==> src/rtl/jddm_pkg.sv <==
// ============================================================================
// Differential drive mixer package
// Widths, reset values, register indexes and the side-band types that travel
// with each sample through the pipelined dividers.
// ============================================================================
`default_nettype none

package jddm_pkg;

  localparam int DUTY_BITS_DEF = 8;

  localparam int STICK_W    = 11;  // signed joystick axis
  localparam int DZ_W       = 9;   // dead zone threshold
  localparam int SPEED_W    = 8;   // max_speed and axis magnitude
  localparam int GAIN_W     = 9;   // Q1.8 gain
  localparam int GAIN_SHIFT = 8;   // Q1.8 fraction bits

  localparam int CFG_IDX_W  = 3;
  localparam int CFG_DATA_W = 9;

  // Full deflection of a stick axis.
  localparam int AXIS_FULL  = 512;

  // Axis magnitude goes up to 1024, so it needs one bit more than 512.
  localparam int AXIS_MAG_W = STICK_W;
  // Rescale divisor is 512 - dead zone, which lies in 1..512.
  localparam int AXIS_DEN_W = 10;
  // Every division yields an 8-bit quotient plus an overflow flag.
  localparam int QUO_W      = SPEED_W;
  localparam int AXIS_NUM_W = QUO_W + AXIS_DEN_W;
  // Mixed wheel magnitude goes up to 510.
  localparam int WHEEL_MAG_W = SPEED_W + 1;
  localparam int WHEEL_NUM_W = QUO_W + WHEEL_MAG_W;
  localparam int GAIN_PROD_W = QUO_W + GAIN_W;

  localparam logic [DZ_W-1:0]    DZ_X_RESET   = DZ_W'(90);
  localparam logic [DZ_W-1:0]    DZ_Y_RESET   = DZ_W'(50);
  localparam logic [SPEED_W-1:0] SPEED_RESET  = SPEED_W'(255);
  localparam logic [GAIN_W-1:0]  GAIN_RESET   = GAIN_W'(256);

  typedef enum logic [CFG_IDX_W-1:0] {
    REG_DEADZONE_X = 3'd0,
    REG_DEADZONE_Y = 3'd1,
    REG_MAX_SPEED  = 3'd2,
    REG_GAIN_LEFT  = 3'd3,
    REG_GAIN_RIGHT = 3'd4
  } reg_index_t;

  // Side band of an axis through its rescale divider.
  typedef struct packed {
    logic conn;
    logic live;   // magnitude reached the dead zone edge
    logic pos;    // axis value is positive
  } axis_tag_t;

  // Side band of a wheel through its normalization divider.
  typedef struct packed {
    logic                   conn;
    logic                   need;  // larger wheel exceeds the larger axis
    logic                   neg;   // wheel speed is negative
    logic [WHEEL_MAG_W-1:0] mag;   // unnormalized wheel magnitude
  } wheel_tag_t;

endpackage

`default_nettype wire

==> src/rtl/jddm_if.sv <==
// ============================================================================
// Differential drive mixer channels
// Valid/ready channels for joystick samples and for motor drive results.
// ============================================================================
`default_nettype none

interface jddm_in_if;
  logic                                valid;
  logic                                ready;
  logic signed [jddm_pkg::STICK_W-1:0] stick_x;
  logic signed [jddm_pkg::STICK_W-1:0] stick_y_raw;
  logic                                pad_connected;

  modport source (output valid, stick_x, stick_y_raw, pad_connected, input ready);
  modport sink (input valid, stick_x, stick_y_raw, pad_connected, output ready);
endinterface

interface jddm_out_if #(
  parameter int DUTY_BITS = jddm_pkg::DUTY_BITS_DEF
);
  logic                 valid;
  logic                 ready;
  logic                 left_fwd;
  logic                 left_rev;
  logic [DUTY_BITS-1:0] left_duty;
  logic                 right_fwd;
  logic                 right_rev;
  logic [DUTY_BITS-1:0] right_duty;

  modport source (
    output valid, left_fwd, left_rev, left_duty, right_fwd, right_rev, right_duty,
    input  ready
  );
  modport sink (
    input  valid, left_fwd, left_rev, left_duty, right_fwd, right_rev, right_duty,
    output ready
  );
endinterface

`default_nettype wire

==> src/rtl/jddm_div_pipe.sv <==
// ============================================================================
// Pipelined restoring divider
// Unsigned division with one quotient bit per register stage. The quotient
// is QW bits wide; ovf flags a quotient that would not fit. A side band and
// a valid bit travel along with each transaction.
// ============================================================================
`default_nettype none

module jddm_div_pipe #(
  parameter int QW = jddm_pkg::QUO_W,
  parameter int DW = jddm_pkg::AXIS_DEN_W,
  parameter int SW = $bits(jddm_pkg::axis_tag_t)
) (
  input  logic             clk,
  input  logic             rst,
  input  logic             en,
  input  logic             in_valid,
  input  logic [QW+DW-1:0] num,
  input  logic [DW-1:0]    den,
  input  logic [SW-1:0]    side_in,
  output logic             out_valid,
  output logic [QW-1:0]    quo,
  output logic             ovf,
  output logic [SW-1:0]    side_out
);

  // Stage registers. Remainder and remaining dividend bits are not needed
  // after the last step, so those arrays are one entry shorter.
  logic          valid_r [QW];
  logic [QW-1:0] quo_r   [QW];
  logic          ovf_r   [QW];
  logic [SW-1:0] side_r  [QW];
  logic [DW-1:0] den_r   [QW];
  logic [DW-1:0] rem_r   [QW-1];
  logic [QW-1:0] low_r   [QW-1];

  // Inputs and results of each step.
  logic          valid_in [QW];
  logic [QW-1:0] quo_in   [QW];
  logic          ovf_in   [QW];
  logic [SW-1:0] side_s   [QW];
  logic [DW-1:0] den_in   [QW];
  logic [DW-1:0] rem_in   [QW];
  logic [QW-1:0] low_in   [QW];
  logic [DW:0]   trial    [QW];
  logic [DW:0]   diff     [QW];
  logic          fits     [QW];
  logic [DW-1:0] rem_nx   [QW];
  logic [QW-1:0] low_nx   [QW];
  logic [QW-1:0] quo_nx   [QW];

  always_comb begin
    valid_in[0] = in_valid;
    quo_in[0]   = '0;
    // The quotient overflows exactly when the upper dividend bits reach den.
    ovf_in[0]   = num[QW +: DW] >= den;
    side_s[0]   = side_in;
    den_in[0]   = den;
    rem_in[0]   = num[QW +: DW];
    low_in[0]   = num[QW-1:0];
    for (int k = 1; k < QW; k++) begin
      valid_in[k] = valid_r[k-1];
      quo_in[k]   = quo_r[k-1];
      ovf_in[k]   = ovf_r[k-1];
      side_s[k]   = side_r[k-1];
      den_in[k]   = den_r[k-1];
      rem_in[k]   = rem_r[k-1];
      low_in[k]   = low_r[k-1];
    end
    for (int k = 0; k < QW; k++) begin
      trial[k]  = {rem_in[k], low_in[k][QW-1]};
      diff[k]   = trial[k] - {1'b0, den_in[k]};
      fits[k]   = trial[k] >= {1'b0, den_in[k]};
      rem_nx[k] = fits[k] ? diff[k][DW-1:0] : trial[k][DW-1:0];
      low_nx[k] = low_in[k] << 1;
      quo_nx[k] = {quo_in[k][QW-2:0], fits[k]};
    end
  end

  always_ff @(posedge clk) begin
    if (rst) begin
      for (int k = 0; k < QW; k++) valid_r[k] <= 1'b0;
    end else if (en) begin
      for (int k = 0; k < QW; k++) valid_r[k] <= valid_in[k];
    end
  end

  always_ff @(posedge clk) begin
    if (en) begin
      for (int k = 0; k < QW; k++) begin
        quo_r[k]  <= quo_nx[k];
        ovf_r[k]  <= ovf_in[k];
        side_r[k] <= side_s[k];
        den_r[k]  <= den_in[k];
      end
      for (int k = 0; k < QW - 1; k++) begin
        rem_r[k] <= rem_nx[k];
        low_r[k] <= low_nx[k];
      end
    end
  end

  assign out_valid = valid_r[QW-1];
  assign quo       = quo_r[QW-1];
  assign ovf       = ovf_r[QW-1];
  assign side_out  = side_r[QW-1];

endmodule

`default_nettype wire

==> src/rtl/joystick_differential_drive_mixer.sv <==
// ============================================================================
// Joystick differential drive mixer
// Arcade-style mixing of one joystick sample into direction bits and PWM
// duty for the left and right motors of a two-wheel robot.
// ============================================================================
// The mixer accepts one sample per clock while the output is not stalled and
// returns the results in order. The pipeline is built from the two pipelined
// restoring dividers, axis rescaling and then wheel normalization, each of
// which resolves one quotient bit per register stage (8 stages each), plus
// seven stages of shaping, mixing, gain and output registers. The whole
// pipeline holds while a result waits on the output; nothing is dropped or
// repeated. Configuration registers are written through cfg_we/cfg_index/
// cfg_data and must only be changed while no sample is in flight.
`default_nettype none

module joystick_differential_drive_mixer #(
  parameter int DUTY_BITS = jddm_pkg::DUTY_BITS_DEF
) (
  input  logic                            clk,
  input  logic                            rst,
  input  logic                            cfg_we,
  input  logic [jddm_pkg::CFG_IDX_W-1:0]  cfg_index,
  input  logic [jddm_pkg::CFG_DATA_W-1:0] cfg_data,
  jddm_in_if.sink                         sample,
  jddm_out_if.source                      result
);

  localparam int STICK_W     = jddm_pkg::STICK_W;
  localparam int DZ_W        = jddm_pkg::DZ_W;
  localparam int SPEED_W     = jddm_pkg::SPEED_W;
  localparam int GAIN_W      = jddm_pkg::GAIN_W;
  localparam int GAIN_SHIFT  = jddm_pkg::GAIN_SHIFT;
  localparam int AXIS_MAG_W  = jddm_pkg::AXIS_MAG_W;
  localparam int AXIS_DEN_W  = jddm_pkg::AXIS_DEN_W;
  localparam int AXIS_NUM_W  = jddm_pkg::AXIS_NUM_W;
  localparam int QUO_W       = jddm_pkg::QUO_W;
  localparam int WHEEL_MAG_W = jddm_pkg::WHEEL_MAG_W;
  localparam int WHEEL_NUM_W = jddm_pkg::WHEEL_NUM_W;
  localparam int GAIN_PROD_W = jddm_pkg::GAIN_PROD_W;
  localparam int SCALED_W    = GAIN_PROD_W - GAIN_SHIFT;
  localparam int SAT_W       = (DUTY_BITS > SPEED_W) ? DUTY_BITS : SPEED_W;
  localparam logic [SAT_W-1:0] DUTY_MAX = SAT_W'((1 << DUTY_BITS) - 1);

  // --------------------------------------------------------------------------
  // Configuration registers
  // --------------------------------------------------------------------------
  logic [DZ_W-1:0]    deadzone_x;
  logic [DZ_W-1:0]    deadzone_y;
  logic [SPEED_W-1:0] max_speed;
  logic [GAIN_W-1:0]  gain_left;
  logic [GAIN_W-1:0]  gain_right;

  always_ff @(posedge clk) begin
    if (rst) begin
      deadzone_x <= jddm_pkg::DZ_X_RESET;
      deadzone_y <= jddm_pkg::DZ_Y_RESET;
      max_speed  <= jddm_pkg::SPEED_RESET;
      gain_left  <= jddm_pkg::GAIN_RESET;
      gain_right <= jddm_pkg::GAIN_RESET;
    end else if (cfg_we) begin
      unique case (jddm_pkg::reg_index_t'(cfg_index))
        jddm_pkg::REG_DEADZONE_X: deadzone_x <= cfg_data[DZ_W-1:0];
        jddm_pkg::REG_DEADZONE_Y: deadzone_y <= cfg_data[DZ_W-1:0];
        jddm_pkg::REG_MAX_SPEED:  max_speed  <= cfg_data[SPEED_W-1:0];
        jddm_pkg::REG_GAIN_LEFT:  gain_left  <= cfg_data[GAIN_W-1:0];
        jddm_pkg::REG_GAIN_RIGHT: gain_right <= cfg_data[GAIN_W-1:0];
        default: ;
      endcase
    end
  end

  // The pipeline moves as one; it holds only while a result is not taken.
  logic out_valid;
  logic adv;

  assign adv          = !out_valid || result.ready;
  assign sample.ready = adv;

  // --------------------------------------------------------------------------
  // Stage A: magnitudes and dead zone
  // --------------------------------------------------------------------------
  logic [AXIS_MAG_W-1:0] mag_x, mag_y;
  logic                  pos_x, pos_y;

  assign mag_x = sample.stick_x[STICK_W-1] ? AXIS_MAG_W'(-sample.stick_x)
                                           : AXIS_MAG_W'(sample.stick_x);
  assign mag_y = sample.stick_y_raw[STICK_W-1] ? AXIS_MAG_W'(-sample.stick_y_raw)
                                               : AXIS_MAG_W'(sample.stick_y_raw);
  assign pos_x = !sample.stick_x[STICK_W-1] && (sample.stick_x != '0);
  // The vertical axis is negated, so a negative raw value drives forward.
  assign pos_y = sample.stick_y_raw[STICK_W-1];

  logic                  a_valid;
  logic                  a_conn;
  logic                  a_pos_x, a_pos_y;
  logic                  a_live_x, a_live_y;
  logic [AXIS_MAG_W-1:0] a_diff_x, a_diff_y;

  always_ff @(posedge clk) begin
    if (rst) begin
      a_valid <= 1'b0;
    end else if (adv) begin
      a_valid <= sample.valid;
    end
  end

  always_ff @(posedge clk) begin
    if (adv) begin
      a_conn   <= sample.pad_connected;
      a_pos_x  <= pos_x;
      a_pos_y  <= pos_y;
      a_live_x <= mag_x >= AXIS_MAG_W'(deadzone_x);
      a_live_y <= mag_y >= AXIS_MAG_W'(deadzone_y);
      a_diff_x <= mag_x - AXIS_MAG_W'(deadzone_x);
      a_diff_y <= mag_y - AXIS_MAG_W'(deadzone_y);
    end
  end

  // --------------------------------------------------------------------------
  // Stage B: rescale numerator
  // --------------------------------------------------------------------------
  logic [AXIS_MAG_W+SPEED_W-1:0] prod_x, prod_y;

  assign prod_x = a_diff_x * max_speed;
  assign prod_y = a_diff_y * max_speed;

  logic                    b_valid;
  logic [AXIS_NUM_W-1:0]   b_num_x, b_num_y;
  jddm_pkg::axis_tag_t     b_tag_x, b_tag_y;
  logic [AXIS_DEN_W-1:0]   den_x, den_y;

  assign den_x = AXIS_DEN_W'(jddm_pkg::AXIS_FULL) - AXIS_DEN_W'(deadzone_x);
  assign den_y = AXIS_DEN_W'(jddm_pkg::AXIS_FULL) - AXIS_DEN_W'(deadzone_y);

  always_ff @(posedge clk) begin
    if (rst) begin
      b_valid <= 1'b0;
    end else if (adv) begin
      b_valid <= a_valid;
    end
  end

  // For a live axis the product never exceeds 1024 * 255, which fits the numerator width.
  always_ff @(posedge clk) begin
    if (adv) begin
      b_num_x <= prod_x[AXIS_NUM_W-1:0];
      b_num_y <= prod_y[AXIS_NUM_W-1:0];
      b_tag_x <= '{conn: a_conn, live: a_live_x, pos: a_pos_x};
      b_tag_y <= '{conn: a_conn, live: a_live_y, pos: a_pos_y};
    end
  end

  // --------------------------------------------------------------------------
  // Axis rescale dividers
  // --------------------------------------------------------------------------
  logic                                  x_valid, y_valid;
  logic [QUO_W-1:0]                      x_quo, y_quo;
  logic                                  x_ovf, y_ovf;
  logic [$bits(jddm_pkg::axis_tag_t)-1:0] x_side, y_side;
  jddm_pkg::axis_tag_t                   x_tag, y_tag;

  jddm_div_pipe #(
    .QW (QUO_W),
    .DW (AXIS_DEN_W),
    .SW ($bits(jddm_pkg::axis_tag_t))
  ) u_div_x (
    .clk       (clk),
    .rst       (rst),
    .en        (adv),
    .in_valid  (b_valid),
    .num       (b_num_x),
    .den       (den_x),
    .side_in   (b_tag_x),
    .out_valid (x_valid),
    .quo       (x_quo),
    .ovf       (x_ovf),
    .side_out  (x_side)
  );

  jddm_div_pipe #(
    .QW (QUO_W),
    .DW (AXIS_DEN_W),
    .SW ($bits(jddm_pkg::axis_tag_t))
  ) u_div_y (
    .clk       (clk),
    .rst       (rst),
    .en        (adv),
    .in_valid  (b_valid),
    .num       (b_num_y),
    .den       (den_y),
    .side_in   (b_tag_y),
    .out_valid (y_valid),
    .quo       (y_quo),
    .ovf       (y_ovf),
    .side_out  (y_side)
  );

  assign x_tag = jddm_pkg::axis_tag_t'(x_side);
  assign y_tag = jddm_pkg::axis_tag_t'(y_side);

  // --------------------------------------------------------------------------
  // Stage C: clamp to max_speed and restore sign
  // --------------------------------------------------------------------------
  logic [SPEED_W-1:0] turn_mag, fwd_mag;

  assign turn_mag = !x_tag.live ? '0 :
                    (x_ovf || (x_quo > max_speed)) ? max_speed : x_quo;
  assign fwd_mag  = !y_tag.live ? '0 :
                    (y_ovf || (y_quo > max_speed)) ? max_speed : y_quo;

  logic                      c_valid;
  logic                      c_conn;
  logic signed [SPEED_W:0]   c_fwd, c_turn;

  always_ff @(posedge clk) begin
    if (rst) begin
      c_valid <= 1'b0;
    end else if (adv) begin
      c_valid <= x_valid && y_valid;
    end
  end

  always_ff @(posedge clk) begin
    if (adv) begin
      c_conn <= x_tag.conn && y_tag.conn;
      c_fwd  <= y_tag.pos ? $signed({1'b0, fwd_mag}) : -$signed({1'b0, fwd_mag});
      c_turn <= x_tag.pos ? $signed({1'b0, turn_mag}) : -$signed({1'b0, turn_mag});
    end
  end

  // --------------------------------------------------------------------------
  // Stage D: mix into wheel speeds
  // --------------------------------------------------------------------------
  logic signed [SPEED_W+1:0] wl, wr;
  logic [SPEED_W-1:0]        fwd_abs, turn_abs;

  assign wl       = (SPEED_W+2)'(c_fwd) + (SPEED_W+2)'(c_turn);
  assign wr       = (SPEED_W+2)'(c_fwd) - (SPEED_W+2)'(c_turn);
  assign fwd_abs  = c_fwd[SPEED_W]  ? SPEED_W'(-c_fwd)  : SPEED_W'(c_fwd);
  assign turn_abs = c_turn[SPEED_W] ? SPEED_W'(-c_turn) : SPEED_W'(c_turn);

  logic                   d_valid;
  logic                   d_conn;
  logic                   d_neg_l, d_neg_r;
  logic [WHEEL_MAG_W-1:0] d_al, d_ar;
  logic [SPEED_W-1:0]     d_target;

  always_ff @(posedge clk) begin
    if (rst) begin
      d_valid <= 1'b0;
    end else if (adv) begin
      d_valid <= c_valid;
    end
  end

  always_ff @(posedge clk) begin
    if (adv) begin
      d_conn   <= c_conn;
      d_neg_l  <= wl[SPEED_W+1];
      d_neg_r  <= wr[SPEED_W+1];
      d_al     <= wl[SPEED_W+1] ? WHEEL_MAG_W'(-wl) : WHEEL_MAG_W'(wl);
      d_ar     <= wr[SPEED_W+1] ? WHEEL_MAG_W'(-wr) : WHEEL_MAG_W'(wr);
      d_target <= (fwd_abs > turn_abs) ? fwd_abs : turn_abs;
    end
  end

  // --------------------------------------------------------------------------
  // Stage E: normalization operands
  // --------------------------------------------------------------------------
  logic [WHEEL_MAG_W-1:0] largest;
  logic                   need;
  logic [WHEEL_NUM_W-1:0] prod_l, prod_r;

  assign largest = (d_al > d_ar) ? d_al : d_ar;
  assign need    = largest > WHEEL_MAG_W'(d_target);
  assign prod_l  = d_al * d_target;
  assign prod_r  = d_ar * d_target;

  logic                   e_valid;
  logic [WHEEL_NUM_W-1:0] e_num_l, e_num_r;
  logic [WHEEL_MAG_W-1:0] e_den;
  jddm_pkg::wheel_tag_t   e_tag_l, e_tag_r;

  always_ff @(posedge clk) begin
    if (rst) begin
      e_valid <= 1'b0;
    end else if (adv) begin
      e_valid <= d_valid;
    end
  end

  always_ff @(posedge clk) begin
    if (adv) begin
      e_num_l <= prod_l;
      e_num_r <= prod_r;
      e_den   <= largest;
      e_tag_l <= '{conn: d_conn, need: need, neg: d_neg_l, mag: d_al};
      e_tag_r <= '{conn: d_conn, need: need, neg: d_neg_r, mag: d_ar};
    end
  end

  // --------------------------------------------------------------------------
  // Wheel normalization dividers
  // --------------------------------------------------------------------------
  logic                                   l_valid, r_valid;
  logic [QUO_W-1:0]                       l_quo, r_quo;
  logic                                   l_ovf, r_ovf;
  logic [$bits(jddm_pkg::wheel_tag_t)-1:0] l_side, r_side;
  jddm_pkg::wheel_tag_t                   l_tag, r_tag;

  jddm_div_pipe #(
    .QW (QUO_W),
    .DW (WHEEL_MAG_W),
    .SW ($bits(jddm_pkg::wheel_tag_t))
  ) u_div_l (
    .clk       (clk),
    .rst       (rst),
    .en        (adv),
    .in_valid  (e_valid),
    .num       (e_num_l),
    .den       (e_den),
    .side_in   (e_tag_l),
    .out_valid (l_valid),
    .quo       (l_quo),
    .ovf       (l_ovf),
    .side_out  (l_side)
  );

  jddm_div_pipe #(
    .QW (QUO_W),
    .DW (WHEEL_MAG_W),
    .SW ($bits(jddm_pkg::wheel_tag_t))
  ) u_div_r (
    .clk       (clk),
    .rst       (rst),
    .en        (adv),
    .in_valid  (e_valid),
    .num       (e_num_r),
    .den       (e_den),
    .side_in   (e_tag_r),
    .out_valid (r_valid),
    .quo       (r_quo),
    .ovf       (r_ovf),
    .side_out  (r_side)
  );

  assign l_tag = jddm_pkg::wheel_tag_t'(l_side);
  assign r_tag = jddm_pkg::wheel_tag_t'(r_side);

  // --------------------------------------------------------------------------
  // Stage F: gain multiply
  // --------------------------------------------------------------------------
  // Without normalization the larger wheel is at most the larger axis, so the
  // magnitude already fits the quotient width.
  logic [QUO_W-1:0]       mag_l, mag_r;
  logic [GAIN_PROD_W-1:0] gprod_l, gprod_r;

  assign mag_l   = l_tag.need ? l_quo : l_tag.mag[QUO_W-1:0];
  assign mag_r   = r_tag.need ? r_quo : r_tag.mag[QUO_W-1:0];
  assign gprod_l = mag_l * gain_left;
  assign gprod_r = mag_r * gain_right;

  logic                   f_valid;
  logic                   f_conn;
  logic                   f_neg_l, f_neg_r;
  logic [GAIN_PROD_W-1:0] f_prod_l, f_prod_r;

  always_ff @(posedge clk) begin
    if (rst) begin
      f_valid <= 1'b0;
    end else if (adv) begin
      f_valid <= l_valid && r_valid;
    end
  end

  always_ff @(posedge clk) begin
    if (adv) begin
      f_conn   <= l_tag.conn && r_tag.conn;
      f_neg_l  <= l_tag.neg;
      f_neg_r  <= r_tag.neg;
      f_prod_l <= gprod_l;
      f_prod_r <= gprod_r;
    end
  end

  // --------------------------------------------------------------------------
  // Stage G: saturate and drive the output register
  // --------------------------------------------------------------------------
  function automatic logic [DUTY_BITS-1:0] wheel_duty(
    input logic [GAIN_PROD_W-1:0] prod,
    input logic [SPEED_W-1:0]     limit
  );
    logic [SCALED_W-1:0] scaled;
    logic [SPEED_W-1:0]  clipped;
    logic [SAT_W-1:0]    wide;
    scaled  = prod[GAIN_PROD_W-1:GAIN_SHIFT];
    clipped = (scaled > SCALED_W'(limit)) ? limit : scaled[SPEED_W-1:0];
    wide    = SAT_W'(clipped);
    if (wide > DUTY_MAX) begin
      wide = DUTY_MAX;
    end
    return wide[DUTY_BITS-1:0];
  endfunction

  logic [DUTY_BITS-1:0] duty_l, duty_r;

  // A missing controller stops both motors.
  assign duty_l = f_conn ? wheel_duty(f_prod_l, max_speed) : '0;
  assign duty_r = f_conn ? wheel_duty(f_prod_r, max_speed) : '0;

  logic                 out_left_fwd, out_left_rev;
  logic                 out_right_fwd, out_right_rev;
  logic [DUTY_BITS-1:0] out_left_duty, out_right_duty;

  always_ff @(posedge clk) begin
    if (rst) begin
      out_valid <= 1'b0;
    end else if (adv) begin
      out_valid <= f_valid;
    end
  end

  always_ff @(posedge clk) begin
    if (adv) begin
      out_left_fwd   <= !f_neg_l && (duty_l != '0);
      out_left_rev   <= f_neg_l && (duty_l != '0);
      out_left_duty  <= duty_l;
      out_right_fwd  <= !f_neg_r && (duty_r != '0);
      out_right_rev  <= f_neg_r && (duty_r != '0);
      out_right_duty <= duty_r;
    end
  end

  assign result.valid      = out_valid;
  assign result.left_fwd   = out_left_fwd;
  assign result.left_rev   = out_left_rev;
  assign result.left_duty  = out_left_duty;
  assign result.right_fwd  = out_right_fwd;
  assign result.right_rev  = out_right_rev;
  assign result.right_duty = out_right_duty;

`ifndef SYNTHESIS
  // Normalization only divides by a wheel larger than the target, so the
  // quotient must always fit.
  assert property (@(posedge clk) disable iff (rst)
    (l_valid && l_tag.need) |-> !l_ovf)
    else $error("left wheel normalization quotient overflowed");

  assert property (@(posedge clk) disable iff (rst)
    (r_valid && r_tag.need) |-> !r_ovf)
    else $error("right wheel normalization quotient overflowed");

  // A direction bit is set exactly when the wheel has a nonzero duty.
  assert property (@(posedge clk) disable iff (rst)
    out_valid |-> (((out_left_duty != '0) == (out_left_fwd || out_left_rev)) &&
                   ((out_right_duty != '0) == (out_right_fwd || out_right_rev))))
    else $error("direction bits disagree with duty");
`endif

endmodule

`default_nettype wire
==> src/flat_wrapper.sv <==
// flat-port wrapper written by rule: the top's interface ports become plain ports
module joystick_differential_drive_mixer_flat 
#(
  parameter int DUTY_BITS = jddm_pkg::DUTY_BITS_DEF
)
  (clk, rst, cfg_we, cfg_index, cfg_data, sample_valid, sample_stick_x, sample_stick_y_raw, sample_pad_connected, sample_ready, result_valid, result_left_fwd, result_left_rev, result_left_duty, result_right_fwd, result_right_rev, result_right_duty, result_ready);
  jddm_in_if sample_i ();
  jddm_out_if #(.DUTY_BITS(DUTY_BITS)) result_i ();
  input  logic clk;
  input  logic rst;
  input  logic cfg_we;
  input  logic [jddm_pkg::CFG_IDX_W-1:0] cfg_index;
  input  logic [jddm_pkg::CFG_DATA_W-1:0] cfg_data;
  input wire logic [$bits(sample_i.valid)-1:0] sample_valid;
  input wire logic [$bits(sample_i.stick_x)-1:0] sample_stick_x;
  input wire logic [$bits(sample_i.stick_y_raw)-1:0] sample_stick_y_raw;
  input wire logic [$bits(sample_i.pad_connected)-1:0] sample_pad_connected;
  output wire logic [$bits(sample_i.ready)-1:0] sample_ready;
  output wire logic [$bits(result_i.valid)-1:0] result_valid;
  output wire logic [$bits(result_i.left_fwd)-1:0] result_left_fwd;
  output wire logic [$bits(result_i.left_rev)-1:0] result_left_rev;
  output wire logic [$bits(result_i.left_duty)-1:0] result_left_duty;
  output wire logic [$bits(result_i.right_fwd)-1:0] result_right_fwd;
  output wire logic [$bits(result_i.right_rev)-1:0] result_right_rev;
  output wire logic [$bits(result_i.right_duty)-1:0] result_right_duty;
  input wire logic [$bits(result_i.ready)-1:0] result_ready;
  assign sample_i.valid = sample_valid;
  assign sample_i.stick_x = sample_stick_x;
  assign sample_i.stick_y_raw = sample_stick_y_raw;
  assign sample_i.pad_connected = sample_pad_connected;
  assign sample_ready = sample_i.ready;
  assign result_valid = result_i.valid;
  assign result_left_fwd = result_i.left_fwd;
  assign result_left_rev = result_i.left_rev;
  assign result_left_duty = result_i.left_duty;
  assign result_right_fwd = result_i.right_fwd;
  assign result_right_rev = result_i.right_rev;
  assign result_right_duty = result_i.right_duty;
  assign result_i.ready = result_ready;
  joystick_differential_drive_mixer #(.DUTY_BITS(DUTY_BITS)) u_core (.clk(clk), .rst(rst), .cfg_we(cfg_we), .cfg_index(cfg_index), .cfg_data(cfg_data), .sample(sample_i), .result(result_i));
endmodule
==> config.mk <==
export PLATFORM = sky130hd
export DESIGN_NAME = joystick_differential_drive_mixer_flat
export DESIGN_NICKNAME = d
export VERILOG_FILES = /design/src/rtl/jddm_pkg.sv /design/src/rtl/jddm_if.sv /design/src/rtl/jddm_div_pipe.sv /design/src/rtl/joystick_differential_drive_mixer.sv /design/src/flat_wrapper.sv
export SDC_FILE = /design/constraint.sdc
export NUM_CORES = 2
export LEC_CHECK = 0
export ABC_AREA = 1
export BUFFER_PORTS_ARGS = -buffer_cell sky130_fd_sc_hd__buf_2
export CAP_MARGIN = 20
export CORE_MARGIN = 1.5
export CORE_UTILIZATION = 60
export DETAILED_ROUTE_END_ITERATION = 8
export PLACE_DENSITY = 0.78
export SETUP_SLACK_MARGIN = 0.05
export SLEW_MARGIN = 20
export SYNTH_ARGS = -nofsm -noshare
export SYNTH_HDL_FRONTEND = slang
export SYNTH_SLANG_ARGS = --single-unit
==> constraint.sdc <==
create_clock -name clk -period 132.1 [get_ports clk]
set_clock_uncertainty 0.1 [all_clocks]
set_input_delay 33.025 -clock clk [delete_from_list [all_inputs] [get_ports clk]]
set_output_delay 33.025 -clock clk [all_outputs]
set_load 0.01 [all_outputs]
**After elaboration in Yosys (flattened, before gate mapping)**

Memory sizes are Yosys's and may differ from the RTL's.
Index checks and enable logic that the tools add are counted.

- Add/subtract/negate cells: 42
- Reductions and logical operators: 25
- $mul: 6
- Bitwise operators: 32
- Order comparisons: 45
- Multiplexer cells: 88
- Equal/unequal tests: 4

Operators by type and width:

| operator | count |
|---|---|
| >= comparator 11 x 10 -> 1 bit | 16 |
| >= comparator 10 x 9 -> 1 bit | 16 |
| two-way mux 9 bit | 17 |
| two-way mux 10 bit | 14 |
| subtractor 10 bit | 14 |
| two-way mux 8 bit | 17 |
| subtractor 9 bit | 14 |
| two-way mux 1 bit | 38 |
| multiplier 11 x 8 -> 18 bit | 2 |
| multiplier 8 x 9 -> 17 bit | 2 |
| multiplier 9 x 8 -> 17 bit | 2 |
| OR 1 bit | 32 |
| > comparator 9 x 8 -> 1 bit | 3 |
| > comparator 8 bit | 3 |
| >= comparator 11 x 9 -> 1 bit | 2 |
| two-way mux 11 bit | 2 |
| negation 11 bit | 2 |
| subtractor 11 x 9 -> 11 bit | 2 |
| >= comparator 10 bit | 2 |
| subtractor 10 x 9 -> 10 bit, first input constant | 2 |
| negation 8 -> 9 bit | 2 |
| negation 9 bit | 2 |
| > comparator 8 bit, second input constant | 2 |
| negation 8 bit | 2 |
| other kinds (13) | 32 |

- Register bits after elaboration: 289
- Word-level logic and storage cells: 325
- Input bits: 40
- Memories kept: 26
- Output and inout port bits: 22
- Bits in writable memories: 1310

Memory list:

| memory | words | bits a word | rd ports | clocked after Yosys merged registers in | wr ports | RTL line | text |
|---|---|---|---|---|---|---|---|
| u_core.u_div_l.side_r | 8 | 12 | 8 | 0 | 8 | jddm_div_pipe.sv:32 | `logic [SW-1:0] side_r [QW];` |
| u_core.u_div_r.side_r | 8 | 12 | 8 | 0 | 8 | jddm_div_pipe.sv:32 |  |
| u_core.u_div_x.den_r | 8 | 10 | 7 | 0 | 8 | jddm_div_pipe.sv:33 | `logic [DW-1:0] den_r [QW];` |
| u_core.u_div_y.den_r | 8 | 10 | 7 | 0 | 8 | jddm_div_pipe.sv:33 |  |
| u_core.u_div_l.den_r | 8 | 9 | 7 | 0 | 8 | jddm_div_pipe.sv:33 |  |
| u_core.u_div_r.den_r | 8 | 9 | 7 | 0 | 8 | jddm_div_pipe.sv:33 |  |
| +20 memories | - | - | - | - | - | - |  |

**Logic depth before layout (Yosys ltp)**

- Depth in word-level cells: 7
- Mapped depth: 22
- Depth with buffers taken out: 21

**Cells and area by module**

A second synthesis with hierarchy kept.

- Cell total of the unflattened synthesis: 8704
- Area total of the unflattened synthesis: 83351.2 µm²

Modules (own cells, without submodules):

| module | instances | cells each | area each (µm²) | seq. area each (µm²) |
|---|---|---|---|---|
| joystick_differential_drive_mixer | 1 | 3515 | 29066.6 | 7597.3 |
| jddm_div_pipe (u_core.u_div_l) | 1 | 1285 | 14288.7 | 9068.7 |
| jddm_div_pipe (u_core.u_div_r) | 1 | 1285 | 14277.4 | 9068.7 |
| jddm_div_pipe (u_core.u_div_x) | 1 | 1311 | 12864.8 | 7327.0 |
| jddm_div_pipe (u_core.u_div_y) | 1 | 1308 | 12853.6 | 7327.0 |

**Least setup slack after synthesis**

Ideal clock, no wire load.

- Path kind: input to output
- Start point: input result_ready
- End point: output sample_ready
- Arrival: 55.034 ns
- Stages: 2
- Path buffers: 0
- Data required time: 98.975 ns
- Setup slack: 43.941 ns
- Path through: nor2_1 -> inv_1

- Cells in the longest elaborated chain, start to end: 1

RTL lines:

| what | RTL line | text |
|---|---|---|
| start: declaration | flat_wrapper.sv:26 | `input wire logic [$bits(result_i.ready)-1:0] result_ready;` |
| logical OR 1 bit | joystick_differential_drive_mixer.sv:76 | `assign adv = !out_valid \|\| result.ready;` |
| end: declaration | flat_wrapper.sv:18 | `output wire logic [$bits(sample_i.ready)-1:0] sample_ready;` |

Every way passes these cells.

**Worst setup path after layout**

Ends and elaborated chain as after synthesis.

==> metrics.cfg <==
[status]
status = finished clean

[setup_path]
path_max_fanout = 56
cp.required_ps = 98970
start_kind = primary input
crit_arrival_ps = 33970
cp-end-kind = output port
critPathLaunch = result_ready
path_class = primary input to output port
rr_startpoint = u_core.u_div_l.side_r[1][46]

[synthesis]
synth_cell_types = 66
synth.area.top_cells = edfxtp_1 (48%), ha_1 (11%), fa_1 (8.4%)
synth.largest_area_cell = edfxtp_1
synth-simple-area-share_pct = 11.9
syn_nets = 8060
synth_top_family_by_area = adder cells
syn_avg_cell_area_um2 = 10.3
synth_top_area_share_pct = 47.8
synth-compound-area-share_pct = 7.82
synthArstFlopShare_pct = 0
synth_flop_cell = edfxtp_1
netlist_instances = 7074
ys_seq_area_share_pct = 49.2
synth-edff-count = 1159
syn_area_um2 = 72800
synth_xor_area_share_pct = 3.87
ys_ff_latch = 1210
synth_commonest_cells = inv_1 (1,329), nand2_1 (1,206), edfxtp_1 (1,159)
ys_warn_count = 0
synthAdderAreaFrac_pct = 19.4
synth.most_common_cell = inv_1
muxShareOfSynthArea_pct = 0.0825

[die]
chipHeight_um = 351
die-area_um2 = 123000
start_util_pct = 60.6
rows = 127
core-area_um2 = 120000
io_pins = 62
dieWidth_um = 351

[cts]
clock-root-buffer = clkbuf_16
cts_buffers = 120
insertion_delay_ps = 750
holdBufCountCts = 0
post_cts_buffers = 0
clkSinkCount = 1210
cts.repair.resized = 0
clock_path_buffers = 3
clk_transition_reported_paths_ps = 70
cts_tree = done
htreeDepth = 3

[place]
portBuffers = 61
place_congestion = 0.919
placed_area_um2 = 74800
dpl.hpwl_um = 120000

[global_route]
grt_usage_pct = 26.1
grt_max_degree = 196
grt-ovfl-total = 0
first_global_vias = 48700
antenna_found_initial = 10
grt_pass1_wl_um = 252000

[drt]
drt_iter0_drc = 3935
wire_per_inst_um = 17.9
via_count = 48800
dr.pass1.iters = 6
wl_um = 159000
vias_per_cell = 5.51
drc_errors = 0
ant_nets = 0

[sta]
rsz0062_at_grt = false
slew_headroom_pct = 24.9
max_slew.worst_pin.slew_ps = 1090
drv_slew = 0
min_period_ps = 67090
tns_ps = 0
setup_viol = 0
hold_viol = 0
max_clock_freq_mhz = 14.9
period_share_pct = 50.8

[layout]
area_delta_synth_final_pct = 7.94
final_nets = 8136
final_area_um2 = 78600
drive_gt1_share_pct = 5.30

[min_path]
holdCritStartpoint = u_core.u_div_r.side_r[0][39]
hold_path.class = flip-flop to flip-flop

[job]
drv_cap = 0

==> through the flow <==
| step | setup WS (ps) | utilization [%] | std cells | hold slack [ps] |
|---|---|---|---|---|
| floorplan | 43940 | - | 7074 | 300 |
| global placement | 65040 | 62.2 | 8640 | 300 |
| detailed placement | 65010 | 62.2 | 8640 | 305 |
| CTS | 65010 | 65.4 | 8863 | 285 |
| global route | 64970 | 65.4 | 8863 | 296 |
| finish | 65010 | 65.4 | 8864 | 279 |
==> final cells by class <==
class	count	area [um^2]
Tap cell	1612	2020
Fill cell	9153	41500
Sequential cell	1210	35800
Clock inverter	85	773
Inverter	1352	5090
Multi-Input combinational cell	4384	31300
Clock buffer	138	3070
Antenna cell	1	2.50
Timing Repair Buffer	82	500
==> critical path, stage by stage <==
cell and delay, ps:
buf_2 90, nor2_1 340, inv_8 250, buf_2 230
==> path summary, 6_finish.rpt <==
kind | endpoint | slack, ps | cells after the start
setup reg to reg | u_core.f_prod_l[16] | 125930 | 20
setup / recovery | sample_ready | 65010 | 4
hold reg to reg | u_core.u_div_r.side_r[1][3] | 280 | 0
hold / removal | u_core.u_div_r.side_r[1][3] | 280 | 0
==> cells by family (layout without fill, tap and decap cells) <==
| logic type | after synthesis | after routing |
|---|---|---|
| buffers and inverters | 1480 | 1657 |
| AO/OA/AOI/OAI | 1019 | 1019 |
| other | 0 | 1 |
| XOR/XNOR | 321 | 321 |
| AND/OR/NAND/NOR | 2092 | 2092 |
| flip-flops | 1210 | 1210 |
| multiplexers | 6 | 6 |
| adder cells (fa/ha/maj) | 946 | 946 |
==> placed cells by master (no fill, tap or decap), types with 22 or more instances in the layout <==
cell type,synthesis,layout
ha_1,642,642
nor3_1,75,74
fa_1,304,304
nand3_1,201,201
xnor2_1,121,121
o211ai_1,44,44
nand2_1,1206,1206
a31oi_1,44,44
a21oi_1,468,468
o21bai_1,22,22
a211oi_1,25,25
inv_1,1329,1328
dfxtp_1,51,51
edfxtp_1,1159,1159
nand2_2,26,26
or2_2,42,42
xor2_1,199,199
clkinv_1,7,39
buf_2,25,61
nor2_1,467,467
nand4_1,40,40
o21ai_1,42,42
clkbuf_16,0,120
o21ai_0,292,292
==> metal layers <==
metal	routed length, um	global-route usage [%]
met1	65900	34.1
met2	76800	44.4
met3	10900	3.99
met4	4940	8.95
met5	26	0
==> sequential cells by signal (all words and copies together) (netlist names), 63 cells and up <==
signal and count:
u_core.u_div_y.den_r 70, u_core.u_div_r.rem_r 63, u_core.u_div_x.rem_r 70, u_core.u_div_x.den_r 70, u_core.u_div_l.rem_r 63, u_core.u_div_l.side_r 83
u_core.u_div_y.rem_r 70, u_core.u_div_r.side_r 69
Power is not shown: default switching activity piles up to over one toggle a cycle in this logic, so the estimate is an artifact.
